$ cat src/dns_a_record_responder_core_macros.svh
// Assertion macros for the responder's top-level RTL file.
`ifndef DNS_A_RECORD_RESPONDER_CORE_MACROS_SVH
`define DNS_A_RECORD_RESPONDER_CORE_MACROS_SVH
`ifndef SYNTH
`define DAR_ASSERT_IMPLY(label, clk, rst, ante, cons) \
   label: assert property (@(posedge clk) disable iff (rst) (ante) |-> (cons)) \
      else $error("dar: implication check failed");
`define DAR_ASSERT_NEVER(label, clk, rst, cond) \
   label: assert property (@(posedge clk) disable iff (rst) !(cond)) \
      else $error("dar: forbidden condition seen");
`else
`define DAR_ASSERT_IMPLY(label, clk, rst, ante, cons)
`define DAR_ASSERT_NEVER(label, clk, rst, cond)
`endif
`endif

$ cat src/dar_pkg.sv
package dar_pkg;

   localparam int MAX_MESSAGE_BYTES_DEFAULT = 512;
   localparam int QUEUE_DEPTH_DEFAULT       = 4;

   localparam int OFFSET_W   = 10;
   localparam int DATA_W     = 8;
   localparam int VERDICT_W  = 2;
   localparam int ADDRESS_W  = 32;
   localparam int CSR_ADDR_W = 3;
   localparam int CSR_DATA_W = 32;
   localparam int IDX_W      = 4;

   localparam int HEADER_LEN   = 12;
   localparam int A_RECORD_LEN = 16;

   localparam logic [DATA_W-1:0] FLAGS_REPLY    = 8'h84;
   localparam logic [DATA_W-1:0] QR_MASK        = 8'h80;
   localparam logic [3:0]        OPCODE_MASK    = 4'h0f;
   localparam logic [DATA_W-1:0] LABEL_PTR_MASK = 8'hc0;
   localparam logic [DATA_W-1:0] NAME_PTR_HI    = 8'hc0;
   localparam logic [DATA_W-1:0] NAME_PTR_LO    = 8'h0c;
   localparam logic [DATA_W-1:0] TTL_SECONDS    = 8'd60;
   localparam logic [DATA_W-1:0] RDLENGTH_LO    = 8'h04;
   localparam logic [15:0]       QTYPE_A        = 16'h0001;
   localparam logic [15:0]       QCLASS_IN      = 16'h0001;

   localparam logic [VERDICT_W-1:0] VERDICT_WRITE     = 2'd0;
   localparam logic [VERDICT_W-1:0] VERDICT_REJECT    = 2'd1;
   localparam logic [VERDICT_W-1:0] VERDICT_NO_ANSWER = 2'd2;
   localparam logic [VERDICT_W-1:0] VERDICT_ANSWER    = 2'd3;

   localparam logic [0:0] CSR_IDX_ANSWER_ADDRESS = 1'b0;

   typedef enum logic [2:0] {
      PH_HEADER,
      PH_LABEL_LEN,
      PH_LABEL_BODY,
      PH_TAIL,
      PH_DONE
   } parse_phase_type;

   typedef enum logic [1:0] {
      BK_IDLE,
      BK_HEADER,
      BK_ANSWER,
      BK_STATUS
   } back_state_type;

   // One queue entry: an optional question byte write and an optional end-of-message job.
   typedef struct packed {
      logic                has_write;
      logic [OFFSET_W-1:0] offset;
      logic [DATA_W-1:0]   data;
      logic                has_finish;
      logic                ok;
      logic                ans;
      logic [OFFSET_W-1:0] qend;
      logic [DATA_W-1:0]   id_hi;
      logic [DATA_W-1:0]   id_lo;
      logic                rd;
   } job_type;

   function automatic logic [DATA_W-1:0] header_byte(input logic [IDX_W-1:0] idx,
                                                     input logic [DATA_W-1:0] id_hi,
                                                     input logic [DATA_W-1:0] id_lo,
                                                     input logic rd,
                                                     input logic ans);
      logic [DATA_W-1:0] value;
      value = '0;
      case (idx)
         4'd0:    value = id_hi;
         4'd1:    value = id_lo;
         4'd2:    value = FLAGS_REPLY | {7'd0, rd};
         4'd5:    value = 8'd1;
         4'd7:    value = {7'd0, ans};
         default: value = '0;
      endcase
      return value;
   endfunction

   function automatic logic [DATA_W-1:0] answer_byte(input logic [IDX_W-1:0] idx,
                                                     input logic [ADDRESS_W-1:0] addr);
      logic [DATA_W-1:0] value;
      value = '0;
      case (idx)
         4'd0:    value = NAME_PTR_HI;
         4'd1:    value = NAME_PTR_LO;
         4'd3:    value = QTYPE_A[7:0];
         4'd5:    value = QCLASS_IN[7:0];
         4'd9:    value = TTL_SECONDS;
         4'd11:   value = RDLENGTH_LO;
         4'd12:   value = addr[31:24];
         4'd13:   value = addr[23:16];
         4'd14:   value = addr[15:8];
         4'd15:   value = addr[7:0];
         default: value = '0;
      endcase
      return value;
   endfunction

endpackage

$ cat src/dar_if.sv
interface dar_req_if;
   import dar_pkg::*;

   logic              valid;
   logic              ready;
   logic [DATA_W-1:0] message_byte;
   logic              final_byte;

   modport source (output valid, output message_byte, output final_byte, input ready);
   modport sink   (input valid, input message_byte, input final_byte, output ready);
endinterface

interface dar_rsp_if;
   import dar_pkg::*;

   logic                 valid;
   logic                 ready;
   logic [OFFSET_W-1:0]  write_offset;
   logic [DATA_W-1:0]    write_data;
   logic                 write_valid;
   logic [OFFSET_W-1:0]  reply_length;
   logic [VERDICT_W-1:0] verdict;
   logic                 run_end;

   modport source (output valid, output write_offset, output write_data, output write_valid,
                   output reply_length, output verdict, output run_end, input ready);
   modport sink   (input valid, input write_offset, input write_data, input write_valid,
                   input reply_length, input verdict, input run_end, output ready);
endinterface

$ cat src/dar_queue.sv
module dar_queue #(
   parameter int DEPTH = dar_pkg::QUEUE_DEPTH_DEFAULT,
   parameter int WIDTH = 1
) (
   input  logic             clock,
   input  logic             reset,
   input  logic             push,
   input  logic [WIDTH-1:0] push_data,
   output logic             push_ready,
   input  logic             pop,
   output logic [WIDTH-1:0] pop_data,
   output logic             pop_valid
);
   localparam int PTR_W = $clog2(DEPTH);
   localparam int CNT_W = $clog2(DEPTH + 1);

   logic [WIDTH-1:0] slot_ff [DEPTH];
   logic [PTR_W-1:0] wr_ptr_ff, wr_ptr_in;
   logic [PTR_W-1:0] rd_ptr_ff, rd_ptr_in;
   logic [CNT_W-1:0] count_ff, count_in;
   logic             do_push, do_pop;

   assign push_ready = (count_ff != CNT_W'(DEPTH));
   assign pop_valid  = (count_ff != '0);
   assign pop_data   = slot_ff[rd_ptr_ff];
   assign do_push    = push && push_ready;
   assign do_pop     = pop && pop_valid;

   always_comb begin
      wr_ptr_in = wr_ptr_ff;
      rd_ptr_in = rd_ptr_ff;
      count_in  = count_ff;
      if (do_push) begin
         wr_ptr_in = (wr_ptr_ff == PTR_W'(DEPTH - 1)) ? '0 : wr_ptr_ff + PTR_W'(1);
      end
      if (do_pop) begin
         rd_ptr_in = (rd_ptr_ff == PTR_W'(DEPTH - 1)) ? '0 : rd_ptr_ff + PTR_W'(1);
      end
      if (do_push && !do_pop) begin
         count_in = count_ff + CNT_W'(1);
      end else if (do_pop && !do_push) begin
         count_in = count_ff - CNT_W'(1);
      end
   end

   always_ff @(posedge clock) begin
      if (reset) begin
         wr_ptr_ff <= '0;
         rd_ptr_ff <= '0;
         count_ff  <= '0;
      end else begin
         wr_ptr_ff <= wr_ptr_in;
         rd_ptr_ff <= rd_ptr_in;
         count_ff  <= count_in;
      end
   end

   always_ff @(posedge clock) begin
      if (do_push) begin
         slot_ff[wr_ptr_ff] <= push_data;
      end
   end
endmodule

$ cat src/dar_front.sv
module dar_front #(
   parameter int MAX_MESSAGE_BYTES = dar_pkg::MAX_MESSAGE_BYTES_DEFAULT
) (
   input  logic             clock,
   input  logic             reset,
   dar_req_if.sink          req,
   output dar_pkg::job_type job,
   output logic             job_push,
   input  logic             job_ready
);
   import dar_pkg::*;

   // The count saturates one past the maximum; the question end may reach six past it.
   localparam int CNT_W = $clog2(MAX_MESSAGE_BYTES + 2);
   localparam int QE_W  = $clog2(MAX_MESSAGE_BYTES + 23);

   logic [CNT_W-1:0]  count_ff, count_in;
   parse_phase_type   phase_ff, phase_in;
   logic [DATA_W-1:0] remain_ff, remain_in;
   logic [QE_W-1:0]   qend_ff, qend_in;
   logic [15:0]       qtype_ff, qtype_in;
   logic [15:0]       qclass_ff, qclass_in;
   logic [1:0]        tail_idx_ff, tail_idx_in;
   logic              malformed_ff, malformed_in;
   logic [DATA_W-1:0] id_hi_ff, id_hi_in;
   logic [DATA_W-1:0] id_lo_ff, id_lo_in;
   logic [DATA_W-1:0] flags_ff, flags_in;
   logic [DATA_W-1:0] qd_hi_ff, qd_hi_in;
   logic [DATA_W-1:0] qd_lo_ff, qd_lo_in;

   logic              accept;
   logic              emit;
   logic              has_write;
   logic              ok;
   logic              ans;
   logic [DATA_W-1:0] b;
   logic [CNT_W-1:0]  c;

   assign b         = req.message_byte;
   assign c         = count_ff;
   assign req.ready = job_ready;
   assign accept    = req.valid && job_ready;
   assign has_write = emit && (c < CNT_W'(MAX_MESSAGE_BYTES));
   assign job_push  = accept && (has_write || req.final_byte);

   always_comb begin
      phase_in     = phase_ff;
      remain_in    = remain_ff;
      qend_in      = qend_ff;
      qtype_in     = qtype_ff;
      qclass_in    = qclass_ff;
      tail_idx_in  = tail_idx_ff;
      malformed_in = malformed_ff;
      id_hi_in     = id_hi_ff;
      id_lo_in     = id_lo_ff;
      flags_in     = flags_ff;
      qd_hi_in     = qd_hi_ff;
      qd_lo_in     = qd_lo_ff;
      emit         = 1'b0;

      if (!malformed_ff) begin
         unique case (phase_ff)
            PH_HEADER: begin
               case (c)
                  CNT_W'(0): id_hi_in = b;
                  CNT_W'(1): id_lo_in = b;
                  CNT_W'(2): flags_in = b;
                  CNT_W'(4): qd_hi_in = b;
                  CNT_W'(5): qd_lo_in = b;
                  default:   ;
               endcase
               if (c >= CNT_W'(HEADER_LEN - 1)) begin
                  phase_in = PH_LABEL_LEN;
               end
            end
            PH_LABEL_LEN: begin
               if (b == '0) begin
                  qend_in     = QE_W'(c) + QE_W'(5);
                  tail_idx_in = '0;
                  phase_in    = PH_TAIL;
                  emit        = 1'b1;
               end else if ((b & LABEL_PTR_MASK) != '0) begin
                  malformed_in = 1'b1;
               end else begin
                  remain_in = b;
                  phase_in  = PH_LABEL_BODY;
                  emit      = 1'b1;
               end
            end
            PH_LABEL_BODY: begin
               emit      = 1'b1;
               remain_in = remain_ff - 8'd1;
               if (remain_ff == 8'd1) begin
                  phase_in = PH_LABEL_LEN;
               end
            end
            PH_TAIL: begin
               emit        = 1'b1;
               tail_idx_in = tail_idx_ff + 2'd1;
               if (!tail_idx_ff[1]) begin
                  qtype_in = {qtype_ff[7:0], b};
               end else begin
                  qclass_in = {qclass_ff[7:0], b};
               end
               if (QE_W'(c) + QE_W'(1) >= qend_ff) begin
                  phase_in = PH_DONE;
               end
            end
            PH_DONE: begin
            end
            default: begin
            end
         endcase
      end

      count_in = (c <= CNT_W'(MAX_MESSAGE_BYTES)) ? c + CNT_W'(1) : c;

      // The header fields checked here are all captured well before the twelfth byte.
      ok = (count_in >= CNT_W'(HEADER_LEN)) && (count_in <= CNT_W'(MAX_MESSAGE_BYTES))
           && ((flags_ff & QR_MASK) == '0) && ((flags_ff[6:3] & OPCODE_MASK) == '0)
           && (qd_hi_ff == '0) && (qd_lo_ff == 8'd1)
           && !malformed_in && (phase_in == PH_DONE);
      ans = (qtype_in == QTYPE_A) && (qclass_in == QCLASS_IN)
            && (qend_in + QE_W'(A_RECORD_LEN) <= QE_W'(MAX_MESSAGE_BYTES));

      job.has_write  = has_write;
      job.offset     = OFFSET_W'(c);
      job.data       = b;
      job.has_finish = req.final_byte;
      job.ok         = ok;
      job.ans        = ans;
      job.qend       = OFFSET_W'(qend_in);
      job.id_hi      = id_hi_ff;
      job.id_lo      = id_lo_ff;
      job.rd         = flags_ff[0];
   end

   always_ff @(posedge clock) begin
      if (reset) begin
         count_ff     <= '0;
         phase_ff     <= PH_HEADER;
         remain_ff    <= '0;
         qend_ff      <= '0;
         qtype_ff     <= '0;
         qclass_ff    <= '0;
         tail_idx_ff  <= '0;
         malformed_ff <= 1'b0;
      end else if (accept) begin
         if (req.final_byte) begin
            count_ff     <= '0;
            phase_ff     <= PH_HEADER;
            remain_ff    <= '0;
            qend_ff      <= '0;
            qtype_ff     <= '0;
            qclass_ff    <= '0;
            tail_idx_ff  <= '0;
            malformed_ff <= 1'b0;
         end else begin
            count_ff     <= count_in;
            phase_ff     <= phase_in;
            remain_ff    <= remain_in;
            qend_ff      <= qend_in;
            qtype_ff     <= qtype_in;
            qclass_ff    <= qclass_in;
            tail_idx_ff  <= tail_idx_in;
            malformed_ff <= malformed_in;
         end
      end
   end

   always_ff @(posedge clock) begin
      if (accept) begin
         id_hi_ff <= id_hi_in;
         id_lo_ff <= id_lo_in;
         flags_ff <= flags_in;
         qd_hi_ff <= qd_hi_in;
         qd_lo_ff <= qd_lo_in;
      end
   end
endmodule

$ cat src/dar_back.sv
module dar_back (
   input  logic                             clock,
   input  logic                             reset,
   input  dar_pkg::job_type                 job,
   input  logic                             job_valid,
   output logic                             job_pop,
   input  logic [dar_pkg::ADDRESS_W-1:0]    answer_address,
   dar_rsp_if.source                        rsp
);
   import dar_pkg::*;

   back_state_type       state_ff, state_in;
   logic [IDX_W-1:0]     idx_ff, idx_in;
   job_type              cur_ff, cur_in;
   logic                 out_valid_ff, out_valid_in;
   logic [OFFSET_W-1:0]  out_offset_ff;
   logic [DATA_W-1:0]    out_data_ff;
   logic                 out_write_ff;
   logic [OFFSET_W-1:0]  out_len_ff;
   logic [VERDICT_W-1:0] out_verdict_ff;
   logic                 out_end_ff;

   logic                 out_free;
   logic                 gen_valid;
   logic [OFFSET_W-1:0]  gen_offset;
   logic [DATA_W-1:0]    gen_data;
   logic                 gen_write;
   logic [OFFSET_W-1:0]  gen_len;
   logic [VERDICT_W-1:0] gen_verdict;
   logic                 gen_end;

   // The output register frees up when it is empty or its transfer completes this cycle.
   assign out_free = !out_valid_ff || rsp.ready;

   always_comb begin
      state_in    = state_ff;
      idx_in      = idx_ff;
      cur_in      = cur_ff;
      job_pop     = 1'b0;
      gen_valid   = 1'b0;
      gen_offset  = '0;
      gen_data    = '0;
      gen_write   = 1'b1;
      gen_len     = '0;
      gen_verdict = VERDICT_WRITE;
      gen_end     = 1'b0;

      unique case (state_ff)
         BK_IDLE: begin
            if (job_valid && out_free) begin
               job_pop = 1'b1;
               cur_in  = job;
               idx_in  = '0;
               if (job.has_write) begin
                  gen_valid  = 1'b1;
                  gen_offset = job.offset;
                  gen_data   = job.data;
                  gen_end    = !job.has_finish;
               end
               if (job.has_finish) begin
                  state_in = job.ok ? BK_HEADER : BK_STATUS;
               end
            end
         end
         BK_HEADER: begin
            if (out_free) begin
               gen_valid  = 1'b1;
               gen_offset = OFFSET_W'(idx_ff);
               gen_data   = header_byte(idx_ff, cur_ff.id_hi, cur_ff.id_lo, cur_ff.rd,
                                        cur_ff.ans);
               idx_in     = idx_ff + IDX_W'(1);
               if (idx_ff == IDX_W'(HEADER_LEN - 1)) begin
                  idx_in   = '0;
                  state_in = cur_ff.ans ? BK_ANSWER : BK_STATUS;
               end
            end
         end
         BK_ANSWER: begin
            if (out_free) begin
               gen_valid  = 1'b1;
               gen_offset = cur_ff.qend + OFFSET_W'(idx_ff);
               gen_data   = answer_byte(idx_ff, answer_address);
               idx_in     = idx_ff + IDX_W'(1);
               if (idx_ff == IDX_W'(A_RECORD_LEN - 1)) begin
                  idx_in   = '0;
                  state_in = BK_STATUS;
               end
            end
         end
         BK_STATUS: begin
            if (out_free) begin
               gen_valid = 1'b1;
               gen_write = 1'b0;
               gen_end   = 1'b1;
               if (!cur_ff.ok) begin
                  gen_verdict = VERDICT_REJECT;
               end else if (cur_ff.ans) begin
                  gen_verdict = VERDICT_ANSWER;
                  gen_len     = cur_ff.qend + OFFSET_W'(A_RECORD_LEN);
               end else begin
                  gen_verdict = VERDICT_NO_ANSWER;
                  gen_len     = cur_ff.qend;
               end
               state_in = BK_IDLE;
            end
         end
         default: begin
            state_in = BK_IDLE;
         end
      endcase

      out_valid_in = out_free ? gen_valid : out_valid_ff;
   end

   always_ff @(posedge clock) begin
      if (reset) begin
         state_ff     <= BK_IDLE;
         idx_ff       <= '0;
         out_valid_ff <= 1'b0;
      end else begin
         state_ff     <= state_in;
         idx_ff       <= idx_in;
         out_valid_ff <= out_valid_in;
      end
   end

   always_ff @(posedge clock) begin
      cur_ff <= cur_in;
      if (out_free && gen_valid) begin
         out_offset_ff  <= gen_offset;
         out_data_ff    <= gen_data;
         out_write_ff   <= gen_write;
         out_len_ff     <= gen_len;
         out_verdict_ff <= gen_verdict;
         out_end_ff     <= gen_end;
      end
   end

   assign rsp.valid        = out_valid_ff;
   assign rsp.write_offset = out_offset_ff;
   assign rsp.write_data   = out_data_ff;
   assign rsp.write_valid  = out_write_ff;
   assign rsp.reply_length = out_len_ff;
   assign rsp.verdict      = out_verdict_ff;
   assign rsp.run_end      = out_end_ff;
endmodule

$ cat src/dns_a_record_responder_core.sv
// A question byte's write reaches the result port through the job queue and the output register.
// Throughput: one query byte per cycle; intake stalls only when the job queue (default 4) fills.
// The final byte adds up to 30 results (its own write, 12 header, 16 answer, status) at one per
// cycle while the result port is ready, none in the cycle its job is taken if it writes nothing.
// Reset: synchronous, active high; clears parse state, queue and output register, and sets
// answer_address to 0. No clearing pass is needed, so items are taken the cycle after reset.
`include "dns_a_record_responder_core_macros.svh"

module dns_a_record_responder_core #(
   parameter int MAX_MESSAGE_BYTES = dar_pkg::MAX_MESSAGE_BYTES_DEFAULT,
   parameter int QUEUE_DEPTH       = dar_pkg::QUEUE_DEPTH_DEFAULT
) (
   input  logic                            clock,
   input  logic                            reset,
   dar_req_if.sink                         req_chan,
   dar_rsp_if.source                       rsp_chan,
   input  logic                            psel,
   input  logic                            penable,
   input  logic                            pwrite,
   input  logic [dar_pkg::CSR_ADDR_W-1:0]  paddr,
   input  logic [dar_pkg::CSR_DATA_W-1:0]  pwdata,
   output logic [dar_pkg::CSR_DATA_W-1:0]  prdata,
   output logic                            pready
);
   import dar_pkg::*;

   localparam int JOB_W = $bits(job_type);

   logic [ADDRESS_W-1:0] answer_address_ff, answer_address_in;
   logic [0:0]           csr_index;
   logic                 csr_write;

   job_type              push_job;
   job_type              pop_job;
   logic [JOB_W-1:0]     pop_bits;
   logic                 q_push, q_push_ready;
   logic                 q_pop, q_pop_valid;

   logic                 status_out;
   logic                 kind_agrees;

   assign pready    = 1'b1;
   assign csr_index = paddr[CSR_ADDR_W-1:2];
   assign csr_write = psel && penable && pwrite && pready;

   always_comb begin
      answer_address_in = answer_address_ff;
      if (csr_write && (csr_index == CSR_IDX_ANSWER_ADDRESS)) begin
         answer_address_in = pwdata;
      end
      prdata = (csr_index == CSR_IDX_ANSWER_ADDRESS) ? answer_address_ff : '0;
   end

   always_ff @(posedge clock) begin
      if (reset) begin
         answer_address_ff <= '0;
      end else begin
         answer_address_ff <= answer_address_in;
      end
   end

   dar_front #(
      .MAX_MESSAGE_BYTES (MAX_MESSAGE_BYTES)
   ) u_front (
      .clock     (clock),
      .reset     (reset),
      .req       (req_chan),
      .job       (push_job),
      .job_push  (q_push),
      .job_ready (q_push_ready)
   );

   dar_queue #(
      .DEPTH (QUEUE_DEPTH),
      .WIDTH (JOB_W)
   ) u_queue (
      .clock      (clock),
      .reset      (reset),
      .push       (q_push),
      .push_data  (push_job),
      .push_ready (q_push_ready),
      .pop        (q_pop),
      .pop_data   (pop_bits),
      .pop_valid  (q_pop_valid)
   );

   assign pop_job = job_type'(pop_bits);

   dar_back u_back (
      .clock          (clock),
      .reset          (reset),
      .job            (pop_job),
      .job_valid      (q_pop_valid),
      .job_pop        (q_pop),
      .answer_address (answer_address_ff),
      .rsp            (rsp_chan)
   );

   assign status_out  = rsp_chan.valid && !rsp_chan.write_valid;
   assign kind_agrees = rsp_chan.write_valid == (rsp_chan.verdict == VERDICT_WRITE);

   `DAR_ASSERT_NEVER(a_queue_no_overflow, clock, reset, q_push && !q_push_ready)
   `DAR_ASSERT_NEVER(a_queue_no_underflow, clock, reset, q_pop && !q_pop_valid)
   `DAR_ASSERT_IMPLY(a_status_ends_run, clock, reset, status_out, rsp_chan.run_end)
   `DAR_ASSERT_IMPLY(a_verdict_matches_kind, clock, reset, rsp_chan.valid, kind_agrees)
endmodule
$ cat src/flat_wrapper.sv
// flat-port wrapper written by rule: the top's interface ports become plain ports
module dns_a_record_responder_core_flat import dar_pkg::*;
#(
   parameter int MAX_MESSAGE_BYTES = dar_pkg::MAX_MESSAGE_BYTES_DEFAULT,
   parameter int QUEUE_DEPTH       = dar_pkg::QUEUE_DEPTH_DEFAULT
)
  (clock, reset, psel, penable, pwrite, paddr, pwdata, prdata, pready, req_chan_valid, req_chan_message_byte, req_chan_final_byte, req_chan_ready, rsp_chan_valid, rsp_chan_write_offset, rsp_chan_write_data, rsp_chan_write_valid, rsp_chan_reply_length, rsp_chan_verdict, rsp_chan_run_end, rsp_chan_ready);
  dar_req_if req_chan_i ();
  dar_rsp_if rsp_chan_i ();
  input  logic clock;
  input  logic reset;
  input  logic psel;
  input  logic penable;
  input  logic pwrite;
  input  logic [dar_pkg::CSR_ADDR_W-1:0] paddr;
  input  logic [dar_pkg::CSR_DATA_W-1:0] pwdata;
  output logic [dar_pkg::CSR_DATA_W-1:0] prdata;
  output logic pready;
  input wire logic [$bits(req_chan_i.valid)-1:0] req_chan_valid;
  input wire logic [$bits(req_chan_i.message_byte)-1:0] req_chan_message_byte;
  input wire logic [$bits(req_chan_i.final_byte)-1:0] req_chan_final_byte;
  output wire logic [$bits(req_chan_i.ready)-1:0] req_chan_ready;
  output wire logic [$bits(rsp_chan_i.valid)-1:0] rsp_chan_valid;
  output wire logic [$bits(rsp_chan_i.write_offset)-1:0] rsp_chan_write_offset;
  output wire logic [$bits(rsp_chan_i.write_data)-1:0] rsp_chan_write_data;
  output wire logic [$bits(rsp_chan_i.write_valid)-1:0] rsp_chan_write_valid;
  output wire logic [$bits(rsp_chan_i.reply_length)-1:0] rsp_chan_reply_length;
  output wire logic [$bits(rsp_chan_i.verdict)-1:0] rsp_chan_verdict;
  output wire logic [$bits(rsp_chan_i.run_end)-1:0] rsp_chan_run_end;
  input wire logic [$bits(rsp_chan_i.ready)-1:0] rsp_chan_ready;
  assign req_chan_i.valid = req_chan_valid;
  assign req_chan_i.message_byte = req_chan_message_byte;
  assign req_chan_i.final_byte = req_chan_final_byte;
  assign req_chan_ready = req_chan_i.ready;
  assign rsp_chan_valid = rsp_chan_i.valid;
  assign rsp_chan_write_offset = rsp_chan_i.write_offset;
  assign rsp_chan_write_data = rsp_chan_i.write_data;
  assign rsp_chan_write_valid = rsp_chan_i.write_valid;
  assign rsp_chan_reply_length = rsp_chan_i.reply_length;
  assign rsp_chan_verdict = rsp_chan_i.verdict;
  assign rsp_chan_run_end = rsp_chan_i.run_end;
  assign rsp_chan_i.ready = rsp_chan_ready;
  dns_a_record_responder_core #(.MAX_MESSAGE_BYTES(MAX_MESSAGE_BYTES), .QUEUE_DEPTH(QUEUE_DEPTH)) u_core (.clock(clock), .reset(reset), .req_chan(req_chan_i), .rsp_chan(rsp_chan_i), .psel(psel), .penable(penable), .pwrite(pwrite), .paddr(paddr), .pwdata(pwdata), .prdata(prdata), .pready(pready));
endmodule
$ cat config.mk
export PLATFORM = sky130hd
export DESIGN_NAME = dns_a_record_responder_core_flat
export DESIGN_NICKNAME = d
export VERILOG_FILES = /design/src/dar_pkg.sv /design/src/dar_if.sv /design/src/dar_queue.sv /design/src/dar_front.sv /design/src/dar_back.sv /design/src/dns_a_record_responder_core.sv /design/src/flat_wrapper.sv
export VERILOG_INCLUDE_DIRS = /design/src /design/src/src
export SDC_FILE = /design/constraint.sdc
export NUM_CORES = 1
export LEC_CHECK = 0
export BUFFER_PORTS_ARGS = -buffer_cell sky130_fd_sc_hd__buf_2
export CAP_MARGIN = 20
export CORE_UTILIZATION = 45
export CTS_CLUSTER_DIAMETER = 120
export DETAILED_ROUTE_END_ITERATION = 7
export GPL_TIMING_DRIVEN = 0
export SLEW_MARGIN = 5
export SYNTH_ARGS = -nofsm -noshare
export SYNTH_HDL_FRONTEND = slang
export SYNTH_SLANG_ARGS = --single-unit
$ cat constraint.sdc
create_clock -name clock -period 4.6 [get_ports clock]
set_input_delay 0.92 -clock clock [delete_from_list [all_inputs] [get_ports clock]]
set_output_delay 0.92 -clock clock [all_outputs]
set_load 0.01 [all_outputs]
==> impl_results.md, run 1 <==
* Status: finished clean
* Worst-path clk slew at 60 ps
* Initial Utilization at 0.4613
* Post-synth EDFFs at 295
* Non-Filler Instances at 2,049
* Worst hold slack at 467.0 ps
* IO buf count at 113
* WL per Instance at 20.16 microns
* Total leakage power at between 7 and 8 nW
* Layout area overhead at 15.55%
* Drt via density at 5.572
* Synth area leader: edfxtp_1
* Crit path required time at slightly below 5000 ps
* Drt first pass iters at 7
* Layout fillers at 3,196
* Synth Cell Area at 17,500 sq um
* Clk buf depth at 3
* Final GP Congestion at 0.9213
* CP Class: flip-flop to flip-flop
* Synth warnings at 0
* Metal3 WL at 2273 microns
* Vias in the first global route at about 11,000
* Hold buffer count at CTS at 0
* Synth cell types at 82
* RSZ-0062 raised after global routing: false
* Synth area leaders: edfxtp_1 (51%), dfxtp_1 (13%), mux4_2 (6.3%)
* Crit. End Element: flip-flop
* Synthesized area per cell at 13.02 sq um
* Top layer reached by signal wires: met4
* GRT overflow at 0
* Post-synth top area share at 0.5062
* DP Cell Count at 1,969
* Iter 0 DRT Violations at slightly below 700
* Synth Register Bits at around 410
* Worst rel slew slack at 0.2993
* Synthesized instance count at 1,344
* Number of routed nets with antenna violations at 0
* Top-count cell post-synth: edfxtp_1
* Net Count, Synth at 1,435
* Root Driver: clkbuf_16
* Initial antenna violation count at 1
* Worst Max-Slew Pin Slew at 1041 ps
* Final slew viol count at 0
* FFs w/ async S/R, synth at 0
* DRC viols at 0
* Clk_skew at ~14 ps
* Die Ht at 199.2 microns
* Sink Count at 409
* Routed met1 length at 18,800 microns
* Tot Pwr at 10.62 mW
* Main synth FF type: edfxtp_1
* Final setup fails at 0
* Die width at 199.2 microns
* Postcts setup bufs at 0
* Vias after detailed routing at roughly 11,000
* CTS tree: done
* Part of the Yosys area used for sequential elements at 0.6366
* Maximum clock rate at 242.9 MHz
* Peak supply drop at between 0.3 and 0.4 mV
* H-tree depth at 2
* Top cells by count, synth: edfxtp_1 (295), nor2_1 (145), dfxtp_1 (114)
* Ports at roughly 120
* Max cap viols at 0
* Metal2 WL at around 19,000 microns
* Minimum clock period at 4117 ps
* Final worst path period share at 0.8949
* Worst EP arrival at 4380 ps
* Post_cts resized at 0
* Hpwl dp at roughly 28,000 microns
* Hold crit path type: flip-flop to flip-flop
* Nets@finish at about 1,600
* Num CTS Buffers at 44
* First-pass GRT wire length at 62,930 microns
* Worst skew pair latency at 560 ps
* N_diodes at 0
* PD cells at 525.3 nW/um^2
* Critical path launch point type: flip-flop
* Die area at slightly below 40,000 sq um
* Setup TNS Final at 0 ps
* Core footprint at 37,930 sq um
* Gr usage total at 0.2111
* Row Count at 71
* Final hold vios at 0
* WL final at 41,300 microns
* CP max FO at 14
* Share of layout cells above drive strength 1 at 0.1756
* Largest net degree at the start of global routing at 50
layout by cell type (no fill, tap or decap), types with 5 or more instances in the layout:
| cell type | Yosys | final |
|---|---|---|
| dfxtp_1 | 114 | 114 |
| mux2i_1 | 11 | 11 |
| o22ai_1 | 7 | 7 |
| nor2_1 | 145 | 144 |
| xnor2_1 | 17 | 17 |
| edfxtp_1 | 295 | 295 |
| o32ai_1 | 7 | 7 |
| xor2_1 | 15 | 15 |
| nor3_1 | 18 | 18 |
| nand2b_1 | 9 | 9 |
| or3_1 | 6 | 6 |
| mux4_2 | 49 | 49 |
| o21ai_0 | 32 | 32 |
| nand2_1 | 113 | 113 |
| nor2b_1 | 38 | 38 |
| nor4_1 | 12 | 12 |
| buf_2 | 9 | 122 |
| a211oi_1 | 7 | 7 |
| or4_1 | 5 | 5 |
| a222oi_1 | 5 | 5 |
| ha_1 | 38 | 38 |
| and2_1 | 14 | 10 |
| nand3b_1 | 5 | 5 |
| clkbuf_16 | 0 | 45 |
| o22a_1 | 5 | 5 |
| buf_6 | 5 | 5 |
| clkinv_1 | 0 | 5 |
| nand3_1 | 9 | 9 |
| a22oi_1 | 77 | 77 |
| clkbuf_8 | 2 | 6 |
| nand4_1 | 12 | 12 |
| bufinv_16 | 0 | 6 |
| a221oi_1 | 5 | 5 |
| clkbuf_1 | 59 | 73 |
| inv_1 | 30 | 30 |
| a21oi_1 | 81 | 81 |
per-stage QoR:
stage	utilization	setup WS, ps	area, sq um
floorplan	-	1116	17500
global placement	0.4931	-695.8	18700
detailed placement	0.4943	390.0	18750
CTS	0.5331	555.1	20220
global route	0.5331	270.8	20220
finish	0.5331	483.3	20220
layout make-up:
type	count	area (sq um)	share of cell area
buffer	83	399.1	0.01974
clock buffer	63	1234	0.06101
clock inverter	17	237.7	0.01176
inverter	30	112.6	0.005569
multi-input combinational	822	5864	0.2900
sequential	409	11140	0.5510
tap	511	639.4	0.03162
timing repair buffer	114	593.1	0.02933
critical path: stages (launching register included):
cell      delay, ps
dfxtp_1         670
inv_1           220
nor2_1          270
nand4_1         210
nor2_1          310
xor2_1          130
ha_1            320
and4_1          200
nand2_1          60
o221ai_1        170
a21oi_1         140
a221oi_1        410
nor2_1          110
nor4_2          600
flip-flops by register name, indices dropped and copies added, names as in the netlist, 10 cells and up, named ones only:
name and count:
u_core.u_front.c 10, u_core.u_back.cur_ff 29, u_core.u_back.rsp.reply_length 10, u_core.answer_address_ff 32, u_core.u_front.qtype_ff 16, u_core.u_back.rsp.write_offset 10
u_core.u_queue.slot_ff 196, u_core.u_front.qclass_ff 16, u_core.u_front.qend_ff 10
per-layer routing:
layer  track usage  up-vias
met5             0        -
met4       0.07977        0
met3       0.03241       85
met2        0.3394      365
met1        0.2890     5602
li1              -     5365
worst paths after layout:
check	slack, ps	cells past startpoint	start	to
worst max-delay path	480	13	u_core.u_front.c[0]	u_core.u_queue.slot_ff[3][28]
worst min-delay path	470	2	u_core.answer_address_ff[12]	u_core.answer_address_ff[12]
worst max register to register	480	13	u_core.u_front.c[0]	u_core.u_queue.slot_ff[3][28]
worst min register to register	470	2	u_core.answer_address_ff[12]	u_core.answer_address_ff[12]
power by group:
part,internal [mW],switching [mW]
combinational,0.866,1.41
sequential,4.57,0.186
clock,2.20,1.40
total,7.63,2.99
cell families (layout without fill, tap and decap cells):
family / Yosys count / after routing / share of synthesized area
and+or+nand+nor: 421 / 421 / 0.1172
DFF: 409 / 409 / 0.6366
AOI/OAI and AO/OA: 266 / 266 / 0.1006
buffers and inverters: 113 / 307 / 0.02924
muxes: 62 / 62 / 0.07064
adders and majority gates: 40 / 40 / 0.02946
xor gates and xnor gates: 32 / 32 / 0.01602
other: 1 / 1 / 0.0002143
Power figures use the tool's default switching activity.
==> run 2, diff against run 1 <==
--- a/config.mk
+++ b/config.mk
@@ -8,10 +8,12 @@
 export LEC_CHECK = 0
 export BUFFER_PORTS_ARGS = -buffer_cell sky130_fd_sc_hd__buf_2
 export CAP_MARGIN = 20
+export CORE_MARGIN = 2
 export CORE_UTILIZATION = 45
 export CTS_CLUSTER_DIAMETER = 120
 export DETAILED_ROUTE_END_ITERATION = 7
 export GPL_TIMING_DRIVEN = 0
+export MAX_ROUTING_LAYER = met4
 export SLEW_MARGIN = 5
 export SYNTH_ARGS = -nofsm -noshare
 export SYNTH_HDL_FRONTEND = slang
==> impl_results.md, run 2 (synthesis gave the netlist of run 1 again) <==
* Ports at around 120
* Core footprint at 38,560 sq um
* Worst rel slew slack at 0.3278
* Final GP Congestion at 0.9464
* Peak supply drop at 0.2626 mV
* Root Driver: clkbuf_16
* Crit path max-delay cell type: dfxtp_1
* Minimum clock period at roughly 4000 ps
* Iter 0 DRT Violations at approximately 830
* Crit path top cell by count: nor2_1
* Sink Count at 409
* Reg area at 11,140 sq um
* WL per Instance at 20.40 microns
* Worst hold slack at ~470 ps
* Clk_skew at around 19 ps
* Hpwl dp at 28,820 microns
* Commonest non-fill, non-tap cells in the layout: edfxtp_1 (295), nor2_1 (144), buf_2 (122), dfxtp_1 (114), nand2_1 (113)
* Initial Utilization at 0.4539
* Die Ht at 201.2 microns
* N_diodes at 0
* Total leakage power at 7.065 nW
* IO buf count at 113
* Final setup fails at 0
* Worst skew pair latency at around 570 ps
* Clk buf depth at 3
* CP Class: flip-flop to flip-flop
* CP max FO at 14
* Crit. End Element: flip-flop
* Initial antenna violation count at 0
* Drt via density at 5.552
* Layout fillers at approximately 3,300
* Die width at just over 200 microns
* Status: finished clean
* Max cap viols at 0
* CTS tree: done
* Worst EP arrival at 4300 ps
* Nets@finish at ~1,600
* Worst Max-Slew Pin Slew at 1008 ps
* Core Util, Final at 0.5244
* Final slew viol count at 0
* Final WS setup at 582.7 ps
* Number of routed nets with antenna violations at 0
* Post_cts resized at 0
* Drt first pass iters at 5
* Worst path top cell family by delay: simple AND/OR/NAND/NOR gates
* Setup WS pre-CTS at between 300 and 400 ps
* Die area at 40,480 sq um
* Row Count at 72
* Vias after detailed routing at 11,420
* WL final at 41,950 microns
* Vias in the first global route at 11,400
* Max reg flops at approximately 200
* Postcts setup bufs at 0
* Multi-input logic area at about 5900 sq um
* RSZ-0062 raised after global routing: false
* CP max stage delay at 650 ps
* Worst-path clk slew at 60 ps
* Final worst path period share at 0.8733
* Share of layout cells above drive strength 1 at 0.1782
* Hold crit path type: flip-flop to flip-flop
* Gr usage total at 0.2155
* Largest Register: u_core.u_queue.slot_ff
* Layout area overhead at 15.54%
* Worst Path Buf+Inv at 1
* H-tree depth at 2
* DRC viols at 0
* R2R Setup Slk at 580 ps
* Critical path launch point type: flip-flop
* PD cells at 523.3 nW/um^2
* Num CTS Buffers at 43
* Hold buffer count at CTS at 0
* Regs by FF count: u_core.u_queue.slot_ff (196), u_core.answer_address_ff (32), u_core.u_back.cur_ff (29)
* Critical-path cell list: inv_1 -> nor2_1 -> nand4_1 -> nor2_1 -> xor2_1 -> ha_1 -> and4_1 -> nand2_1 -> o221ai_1 -> a21oi_1 -> a221oi_1 -> nor2_1 -> nor4_2
* GRT overflow at 0
* Largest net degree at the start of global routing at 50
* Tot Pwr at 10.58 mW
* First-pass GRT wire length at ~66,000 microns
* Commonest non-fill, non-tap cell in the layout: edfxtp_1
* Maximum clock rate at between 200 and 250 MHz
* Crit path required time at between 4000 and 5000 ps
* Final hold vios at 0
-- run 2: cell types whose count changed in the layout (fill, tap and decap cells not counted), sizes merged --
cell | before | now
bufinv | 6 | 5
inv | 31 | 32
clkbuf | 125 | 116
clkinv | 9 | 15
clkinvlp | 1 | 4
-- run 2: layer usage --
metal | up-vias | wire (microns) | GRT usage
met4 | 0 | 788 | 0.06197
li1 | 5376 | - | -
met2 | 367 | 20240 | 0.3517
met3 | 64 | 2299 | 0.02851
met5 | - | 0 | -
met1 | 5608 | 18620 | 0.2847
-- run 2: power breakdown --
group	switching [mW]	leakage (nW)	total, mW	internal, mW
logic	1.42	2.67	2.28	0.867
registers	0.182	3.69	4.75	4.57
clock network	1.45	0.702	3.55	2.10
total	3.04	7.06	10.6	7.54
-- run 2: worst reg2reg max path: stages, from the launching register on --
cell and delay [ps]:
dfxtp_1 650, inv_1 210, nor2_1 230, nand4_1 210, nor2_1 340, xor2_1 120
ha_1 330, and4_1 210, nand2_1 60, o221ai_1 170, a21oi_1 140, a221oi_1 400
nor2_1 120, nor4_2 550
-- run 2: final timing paths --
check                                     from                             to  cells after the start
hold / removal    u_core.answer_address_ff[19]   u_core.answer_address_ff[19]                      2
setup reg to reg           u_core.u_front.c[0]  u_core.u_queue.slot_ff[2][28]                     13
hold reg to reg   u_core.answer_address_ff[19]   u_core.answer_address_ff[19]                      2
setup / recovery           u_core.u_front.c[0]  u_core.u_queue.slot_ff[2][28]                     13
-- run 2: final cells by class --
cell class              instances  share of cell area
clock inverters                26             0.01442
plain buffers                  83             0.01974
multi-input cells             822              0.2900
flip-flops and latches        409              0.5510
clock buffers                  54             0.05786
well taps                     518             0.03205
inverters                      30            0.005569
repair buffers                114             0.02933
-- run 2: through the flow --
step	cell area, sq um	setup TNS, ps	cells
after floorplan	17500	0	1344
after global placement	18710	-131730	1975
after detailed placement	18760	0	1976
after CTS	20220	0	2056
after global routing	20220	0	2056
final	20220	0	2056
